File: config.mk
export PLATFORM = sky130hd
export DESIGN_NAME = touch_keypad_code_entry_top
export DESIGN_NICKNAME = d
export VERILOG_FILES = /design/src/hdl/tkce_pkg.sv /design/src/hdl/touch_keypad_code_entry_top.sv
export SDC_FILE = /design/constraint.sdc
export NUM_CORES = 1
export LEC_CHECK = 0
export BUFFER_PORTS_ARGS = -buffer_cell sky130_fd_sc_hd__buf_2
export CAP_MARGIN = 15
export CORE_MARGIN = 2
export CORE_UTILIZATION = 60
export DETAILED_ROUTE_END_ITERATION = 16
export PLACE_DENSITY = 0.79
export SLEW_MARGIN = 30
export SYNTH_ARGS = -nofsm -noshare
export SYNTH_HDL_FRONTEND = slang
export SYNTH_SLANG_ARGS = --single-unit
export TNS_END_PERCENT = 20
File: constraint.sdc
create_clock -name clk -period 11 [get_ports clk]
set_clock_uncertainty 0.1 [all_clocks]
set_input_delay 2.75 -clock clk [delete_from_list [all_inputs] [get_ports clk]]
set_output_delay 2.75 -clock clk [all_outputs]
set_load 0.005 [all_outputs]
File: src/hdl/tkce_pkg.sv
// shared types and constants for the touch keypad code entry block
package tkce_pkg;

    localparam int NUM_KEYS   = 12;
    localparam int MAX_LENGTH = 8;

    localparam int KEY_W    = 4;
    localparam int LEN_W    = 4;
    localparam int CODE_W   = 25;
    localparam int TIME_W   = 32;
    localparam int SHORT_W  = 16;
    localparam int CFG_W    = 32;
    localparam int CFG_IDX_W = 2;

    localparam int IN_TDATA_W  = 48;
    localparam int OUT_TDATA_W = 40;

    typedef logic [KEY_W-1:0] key_t;

    localparam key_t KEY_ZERO  = key_t'(9);
    localparam key_t KEY_CLEAR = key_t'(10);
    localparam key_t KEY_ENTER = key_t'(11);
    localparam key_t NO_KEY    = key_t'(12);

    typedef enum logic [CFG_IDX_W-1:0] {
        REG_DEBOUNCE = 2'd0,
        REG_BEEP     = 2'd1,
        REG_ZERO_DLY = 2'd2,
        REG_SLEEP    = 2'd3
    } cfg_reg_t;

    localparam logic [SHORT_W-1:0] DEBOUNCE_RST = 16'd100;
    localparam logic [SHORT_W-1:0] BEEP_RST     = 16'd20;
    localparam logic [SHORT_W-1:0] ZERO_DLY_RST = 16'd2000;
    localparam logic [TIME_W-1:0]  SLEEP_RST    = 32'd10000;

    // one scan result, packed lowest field last so it maps onto tdata
    typedef struct packed {
        logic              sleep_request;
        logic              buzzer_on;
        logic              zero_report;
        logic [CODE_W-1:0] code_value;
        logic              code_valid;
        key_t              accepted_key;
    } result_t;

    // lowest set bit of a touch edge vector, NO_KEY if none
    function automatic key_t lowest_key(input logic [NUM_KEYS-1:0] edges);
        key_t k;
        k = NO_KEY;
        for (int i = NUM_KEYS - 1; i >= 0; i--)
        begin
            if (edges[i])
            begin
                k = key_t'(i);
            end
        end
        return k;
    endfunction

endpackage

File: src/hdl/touch_keypad_code_entry_top.sv
// top level of the touch keypad code entry block
//
//  channel   dir  handshake                 payload
//  --------  ---  ------------------------  ------------------------------------
//  scan in   in   s_tvalid / s_tready       s_tdata: touch_state, now_ms
//  result    out  m_tvalid / m_tready       m_tdata: key, code, flags (see port)
//  config    in   cfg_wr_en (no wait)       cfg_addr, cfg_wdata
//
//  one scan transaction per clock when the result side keeps taking; a scan sits
//  in the input register, where the edge, debounce, entry and timer logic runs
//  against the state registers, and lands in the result register
//  reset (rst_n low, async) restores the register defaults, empties both
//  stages and sets the entry to the lead digit 1
//  a stalled result holds the result register; the input register keeps one
//  scan waiting behind it and s_tready drops until the result is taken
module touch_keypad_code_entry_top (
    input  logic                              clk,
    input  logic                              rst_n,
    // scan transaction
    input  logic                              s_tvalid,
    output logic                              s_tready,
    input  logic [tkce_pkg::IN_TDATA_W-1:0]   s_tdata,  // [11:0] touch_state, [43:12] now_ms
    // result transaction
    output logic                              m_tvalid,
    input  logic                              m_tready,
    output logic [tkce_pkg::OUT_TDATA_W-1:0]  m_tdata,  // [3:0] accepted_key, [4] code_valid,
                                                        // [29:5] code_value, [30] zero_report,
                                                        // [31] buzzer_on, [32] sleep_request
    // register writes
    input  logic                              cfg_wr_en,
    input  logic [tkce_pkg::CFG_IDX_W-1:0]    cfg_addr,
    input  logic [tkce_pkg::CFG_W-1:0]        cfg_wdata
);

    localparam int TW = tkce_pkg::TIME_W;
    localparam int CW = tkce_pkg::CODE_W;
    localparam int SW = tkce_pkg::SHORT_W;
    localparam int NK = tkce_pkg::NUM_KEYS;
    localparam int LW = tkce_pkg::LEN_W;

    // configuration registers
    logic [SW-1:0] debounce_reg;
    logic [SW-1:0] beep_reg;
    logic [SW-1:0] zero_dly_reg;
    logic [TW-1:0] sleep_reg;

    // input stage
    logic          in_valid_reg;
    logic [NK-1:0] in_touch_reg;
    logic [TW-1:0] in_now_reg;

    // result stage
    logic                 out_valid_reg;
    tkce_pkg::result_t    out_res_reg;
    tkce_pkg::result_t    res_next;

    // scan state
    logic [NK-1:0] prev_touch_reg,  prev_touch_next;
    logic [TW-1:0] last_press_reg,  last_press_next;
    logic [TW-1:0] activity_reg,    activity_next;
    logic [TW-1:0] beep_start_reg,  beep_start_next;
    logic          beep_active_reg, beep_active_next;
    logic [CW-1:0] entry_reg,       entry_next;
    logic [LW-1:0] entry_len_reg,   entry_len_next;
    logic [TW-1:0] enter_time_reg,  enter_time_next;
    logic          zero_pend_reg,   zero_pend_next;

    logic          advance;
    logic          process;
    logic [NK-1:0] rising;
    tkce_pkg::key_t first_key;
    logic          any_edge;
    logic          accept;
    logic [LW-1:0] digit;
    logic [CW-1:0] entry_shift;
    logic          beep_pre;
    logic [TW-1:0] beep_start_pre;
    logic          zero_pend_pre;
    logic [TW-1:0] enter_time_pre;

    // the result register frees when empty or being taken
    assign advance  = !out_valid_reg || m_tready;
    assign process  = in_valid_reg && advance;
    assign s_tready = !in_valid_reg || advance;
    assign m_tvalid = out_valid_reg;
    assign m_tdata  = {{(tkce_pkg::OUT_TDATA_W - $bits(tkce_pkg::result_t)){1'b0}}, out_res_reg};

    // only the lowest new edge can pass debounce: once it is taken the
    // press time equals now and nothing else in the scan clears the window
    assign rising      = in_touch_reg & ~prev_touch_reg;
    assign first_key   = tkce_pkg::lowest_key(rising);
    assign any_edge    = |rising;
    assign accept      = any_edge && ((in_now_reg - last_press_reg) > {16'd0, debounce_reg});
    assign digit       = (first_key == tkce_pkg::KEY_ZERO) ? '0 : first_key + 4'd1;
    // times ten as two shifts and an add, kept modulo the entry width
    assign entry_shift = {entry_reg[CW-4:0], 3'b000} + {entry_reg[CW-2:0], 1'b0};

    always_comb
    begin
        prev_touch_next = in_touch_reg;
        last_press_next = last_press_reg;
        activity_next   = any_edge ? in_now_reg : activity_reg;
        beep_start_pre  = beep_start_reg;
        beep_pre        = beep_active_reg;
        entry_next      = entry_reg;
        entry_len_next  = entry_len_reg;
        enter_time_pre  = enter_time_reg;
        zero_pend_pre   = zero_pend_reg;
        res_next.accepted_key = tkce_pkg::NO_KEY;
        res_next.code_valid   = 1'b0;
        res_next.code_value   = '0;

        if (accept)
        begin
            res_next.accepted_key = first_key;
            last_press_next = in_now_reg;
            beep_pre        = 1'b1;
            beep_start_pre  = in_now_reg;
            case (first_key)
                tkce_pkg::KEY_CLEAR:
                begin
                    entry_next     = CW'(1);
                    entry_len_next = LW'(1);
                end
                tkce_pkg::KEY_ENTER:
                begin
                    res_next.code_valid = 1'b1;
                    res_next.code_value = entry_reg;
                    enter_time_pre      = in_now_reg;
                    zero_pend_pre       = 1'b1;
                    entry_next          = CW'(1);
                    entry_len_next      = LW'(1);
                end
                default:
                begin
                    // full entry still beeps but keeps its digits
                    if (entry_len_reg < LW'(tkce_pkg::MAX_LENGTH))
                    begin
                        entry_next     = entry_shift + {{(CW-LW){1'b0}}, digit};
                        entry_len_next = entry_len_reg + LW'(1);
                    end
                end
            endcase
        end

        // buzzer end after key handling, zero report after buzzer
        beep_start_next  = beep_start_pre;
        beep_active_next = beep_pre && !((in_now_reg - beep_start_pre) >= {16'd0, beep_reg});
        enter_time_next  = enter_time_pre;
        res_next.zero_report = zero_pend_pre
                               && ((in_now_reg - enter_time_pre) >= {16'd0, zero_dly_reg});
        zero_pend_next   = zero_pend_pre && !res_next.zero_report;
        res_next.buzzer_on     = beep_active_next;
        res_next.sleep_request = (in_now_reg - activity_next) > sleep_reg;
    end

    // configuration writes
    always_ff @(posedge clk or negedge rst_n)
    begin
        if (!rst_n)
        begin
            debounce_reg <= tkce_pkg::DEBOUNCE_RST;
            beep_reg     <= tkce_pkg::BEEP_RST;
            zero_dly_reg <= tkce_pkg::ZERO_DLY_RST;
            sleep_reg    <= tkce_pkg::SLEEP_RST;
        end
        else if (cfg_wr_en)
        begin
            case (tkce_pkg::cfg_reg_t'(cfg_addr))
                tkce_pkg::REG_DEBOUNCE: debounce_reg <= cfg_wdata[SW-1:0];
                tkce_pkg::REG_BEEP:     beep_reg     <= cfg_wdata[SW-1:0];
                tkce_pkg::REG_ZERO_DLY: zero_dly_reg <= cfg_wdata[SW-1:0];
                tkce_pkg::REG_SLEEP:    sleep_reg    <= cfg_wdata;
                default: ;
            endcase
        end
    end

    // input stage and result stage control
    always_ff @(posedge clk or negedge rst_n)
    begin
        if (!rst_n)
        begin
            in_valid_reg  <= 1'b0;
            out_valid_reg <= 1'b0;
        end
        else
        begin
            if (s_tready)
            begin
                in_valid_reg <= s_tvalid;
            end
            if (advance)
            begin
                out_valid_reg <= in_valid_reg;
            end
        end
    end

    // payload registers
    always_ff @(posedge clk)
    begin
        if (s_tvalid && s_tready)
        begin
            in_touch_reg <= s_tdata[NK-1:0];
            in_now_reg   <= s_tdata[NK+TW-1:NK];
        end
        if (process)
        begin
            out_res_reg <= res_next;
        end
    end

    // scan state, updated once per processed scan
    always_ff @(posedge clk or negedge rst_n)
    begin
        if (!rst_n)
        begin
            prev_touch_reg  <= '0;
            last_press_reg  <= '0;
            activity_reg    <= '0;
            beep_start_reg  <= '0;
            beep_active_reg <= 1'b0;
            entry_reg       <= CW'(1);
            entry_len_reg   <= LW'(1);
            enter_time_reg  <= '0;
            zero_pend_reg   <= 1'b0;
        end
        else if (process)
        begin
            prev_touch_reg  <= prev_touch_next;
            last_press_reg  <= last_press_next;
            activity_reg    <= activity_next;
            beep_start_reg  <= beep_start_next;
            beep_active_reg <= beep_active_next;
            entry_reg       <= entry_next;
            entry_len_reg   <= entry_len_next;
            enter_time_reg  <= enter_time_next;
            zero_pend_reg   <= zero_pend_next;
        end
    end

    // entry length stays within one lead digit and the full length
    a_entry_len: assert property (@(posedge clk) disable iff (!rst_n)
        entry_len_reg >= LW'(1) && entry_len_reg <= LW'(tkce_pkg::MAX_LENGTH))
        else $error("entry length out of range");

    // a reported code always comes with the enter key
    a_code_key: assert property (@(posedge clk) disable iff (!rst_n)
        out_valid_reg && out_res_reg.code_valid |-> out_res_reg.accepted_key == tkce_pkg::KEY_ENTER)
        else $error("code reported without enter key");

    // the code field is zero unless a code is reported
    a_code_zero: assert property (@(posedge clk) disable iff (!rst_n)
        out_valid_reg && !out_res_reg.code_valid |-> out_res_reg.code_value == '0)
        else $error("code value set without code valid");

    // a waiting scan does not touch the state while the result stalls
    a_stall_state: assert property (@(posedge clk) disable iff (!rst_n)
        in_valid_reg && !advance |=> $stable(entry_reg) && $stable(prev_touch_reg))
        else $error("state changed during stall");

endmodule
==> metrics <==
clock buffer depth 3; clk sink count 330; fin area roughly 26,000 um^2; via count about 18k; r2r setup slk approximately 0.56 ns; DRC 0; Reg power frac roughly 32%; Comb pwr share 44.6%; Synth Area in XOR/XNOR under 10%; cell accounting for the most synthesized area dfrtp_1; Worst-Skew Late Latency between 0.5 and 0.6 ns; switching power 0.00200 W; Synth Warn # 0; Clk Tree Root Cell clkbuf_16; Worst Reg-to-Reg Cells 46; WHS between 0.3 and 0.4 ns; antenna viol nets, final 0; antenna violations before repair 3; Synth Register Bits 330; Rows 72; die width roughly 200 um; top-level I/O count around 130; Final #Nets approximately 2.9k; post-synthesis adder-cell area fraction between 10 and 15%; Max VDD drop about 0.14 mV; final hold vios 0; Pwr Total 0.00528 W; Crit Path Max Fanout 6; flip-flop count of the largest register after layout 33; GRT Total Usage between 20% and 30%; register area share after synthesis between 30% and 40%; worst path arrival time approximately 11 ns; DR pass1 iterations 5; Final Util between 60% and 70%; layout cell share with drive strength beyond 1 about 16%; compound-cell area share of the yosys netlist between 10% and 20%; Yosys cell types 88; top cell type's share of synthesized area between 20 and 30%; Cell Int Power 0.00328 W; clock share of power roughly a quarter; H-Tree Depth 2; Slew HR between 40 and 50%; core footprint between 30,000 and 40,000 um^2; Placed Area approximately 24,000 um^2; CP endpoint kind register; HP Start beep_start_reg[15]; worst endpoint required time between 10 and 15 ns; Post-synth EDFFs 77; mux cell area share after synthesis between 10% and 20%; hold buffers post-CTS 0; most common cell after layout, fill and taps aside ha_1; Clock transition at path regs about 0.060 ns; FMAX between 90 and 100 MHz; most frequent cells in the layout ha_1, dfrtp_1, nand2_1; Num CTS Buffers 37; Layout area overhead 10.7%; worst min-delay path category register to register; sw frac 37.9%; number of max-cap violations 0; Worst path slowest cell edfxtp_1; P_leak about 12 nW; worst setup path endpoint m_tdata[31]; syn_area_per_cell 9.62 um^2; Netlist Area Pre-Place approximately 23,000 um^2; Final Wtd Congestion roughly 0.91; wire length per cell approximately 18 um; Worst setup SP type register; synth top area cells dfrtp_1, ha_1, edfxtp_1; Post-Synth Simple-Gate Area between 10% and 20%; die height about 200 um; crit path launch in_now_reg[0]; largest family of logic cells by synthesized area compound AO/OA/AOI/OAI gates; P per Cell Area 205 nW/um^2; ys async rst share about three quarters; min Tclk post-route 10.44 ns; drt initial violations 1,040; Initial Util between 60 and 70%; Routed WL between 50,000 and 60,000 um; DR vias/cell approximately 6; Setup CP Type register to register; cells after synthesis 2,421; TritonCTS clock tree yes; fin crit share around 95%; die area 40,400 um^2; largest net degree at the start of global routing around 170; Top FF cell, synth dfrtp_1; input/output buffers roughly 120; first-pass GRT wire length about 91,000 um; final count of negative-setup-slack endpoints 0; outcome finished clean; Worst-Margin Slew around 0.82 ns; reg2reg start in_now_reg[0]; CP max stage delay around 0.48 ns; Slew Viols, Final 0; grt ovf 0; reg-to-reg endpoint m_tdata[31]; vias in the first global route roughly 18k; post-DP HPWL about 42,000 um
worst min-delay path by stage:
| stage | cells after the start | slack [ns] | end |
|---|---|---|---|
| floorplan | 2 | 0.34 | beep_active_reg |
| global placement | 2 | 0.36 | beep_start_reg[14] |
| detailed placement | 2 | 0.36 | beep_start_reg[19] |
| CTS | 2 | 0.38 | beep_start_reg[19] |
| global route | 2 | 0.39 | beep_start_reg[14] |
| finish | 2 | 0.37 | beep_start_reg[15] |
through the flow:
step                      cells  setup TNS (ns)  setup slack (ns)
after floorplan            2427               0              1.18
after global placement     3008               0             0.358
after detailed placement   3008               0            0.0624
after CTS                  3075               0             0.121
after global routing       3078         -0.0477           -0.0433
final                      3078               0             0.561
what timing repair did:
action                     in CTS  in global routing
resized for setup               1                 14
setup endpoints to repair       1                  3
setup buffers                   0                  1
per-layer routing:
metal | global-route usage [%] | vias to the layer above | share of wire, % | wire length (um)
met2 | 45.0 | 474 | 46 | 25700
met4 | 11.6 | 2 | 3.3 | 1840
li1 | - | 8924 | - | -
met3 | 4.22 | 113 | 5.6 | 3130
met1 | 36.9 | 8873 | 45 | 24900
met5 | 0 | - | 0.018 | 10
power by group through the flow:
| stage | Clock [W] | Combinational [W] | Sequential [W] |
|---|---|---|---|
| 2_1_floorplan | 0 | 0.00180 | 0.00165 |
| 3_3_place_gp | 0 | 0.00220 | 0.00169 |
| 3_5_place_dp | 0 | 0.00229 | 0.00171 |
| 4_1_cts | 0.00126 | 0.00232 | 0.00169 |
| 5_1_grt | 0.00131 | 0.00265 | 0.00172 |
| 6_report | 0.00124 | 0.00236 | 0.00169 |
cell usage after synthesis, types with 44 or more instances:
master and n:
a21o_1 53, edfxtp_1 77, mux2i_1 90, inv_1 175
dfrtp_1 235, ha_1 243, xnor2_1 72, nand2b_1 55
o21ai_0 157, nor3_1 47, mux2_2 144, nand2_1 228
clkbuf_1 64, nor2_1 133, nand3_1 44, a21oi_1 138
worst max-delay path, delay by kind of cell (launching register included):
kind	cells	cell delay [ns]
XOR/XNOR	2	0.27
adder cells (fa/ha/maj)	7	2.01
AO/OA/AOI/OAI	20	4.09
buffers and inverters	1	0.12
AND/OR/NAND/NOR	15	2.87
flip-flops	1	0.48
multiplexers	1	0.26
cells by family (layout without fill, tap and decap cells):
family,count (synthesis),after routing
adders and majority gates,255,255
AOI/OAI and AO/OA,562,562
buffers and inverters,257,389
and+or+nand+nor,680,680
other,1,8
xor gates and xnor gates,101,101
muxes,235,235
DFF,330,330
layout make-up:
type / instances / area [um^2]
clock buffer: 49 / 1040
sequential: 330 / 8670
inverter: 175 / 657
multi-input combinational: 1840 / 13800
timing repair buffer: 147 / 853
antenna: 1 / 2.50
clock inverter: 18 / 166
fill: 2952 / 12700
tap: 518 / 648
(Power assumes the default switching activity.)
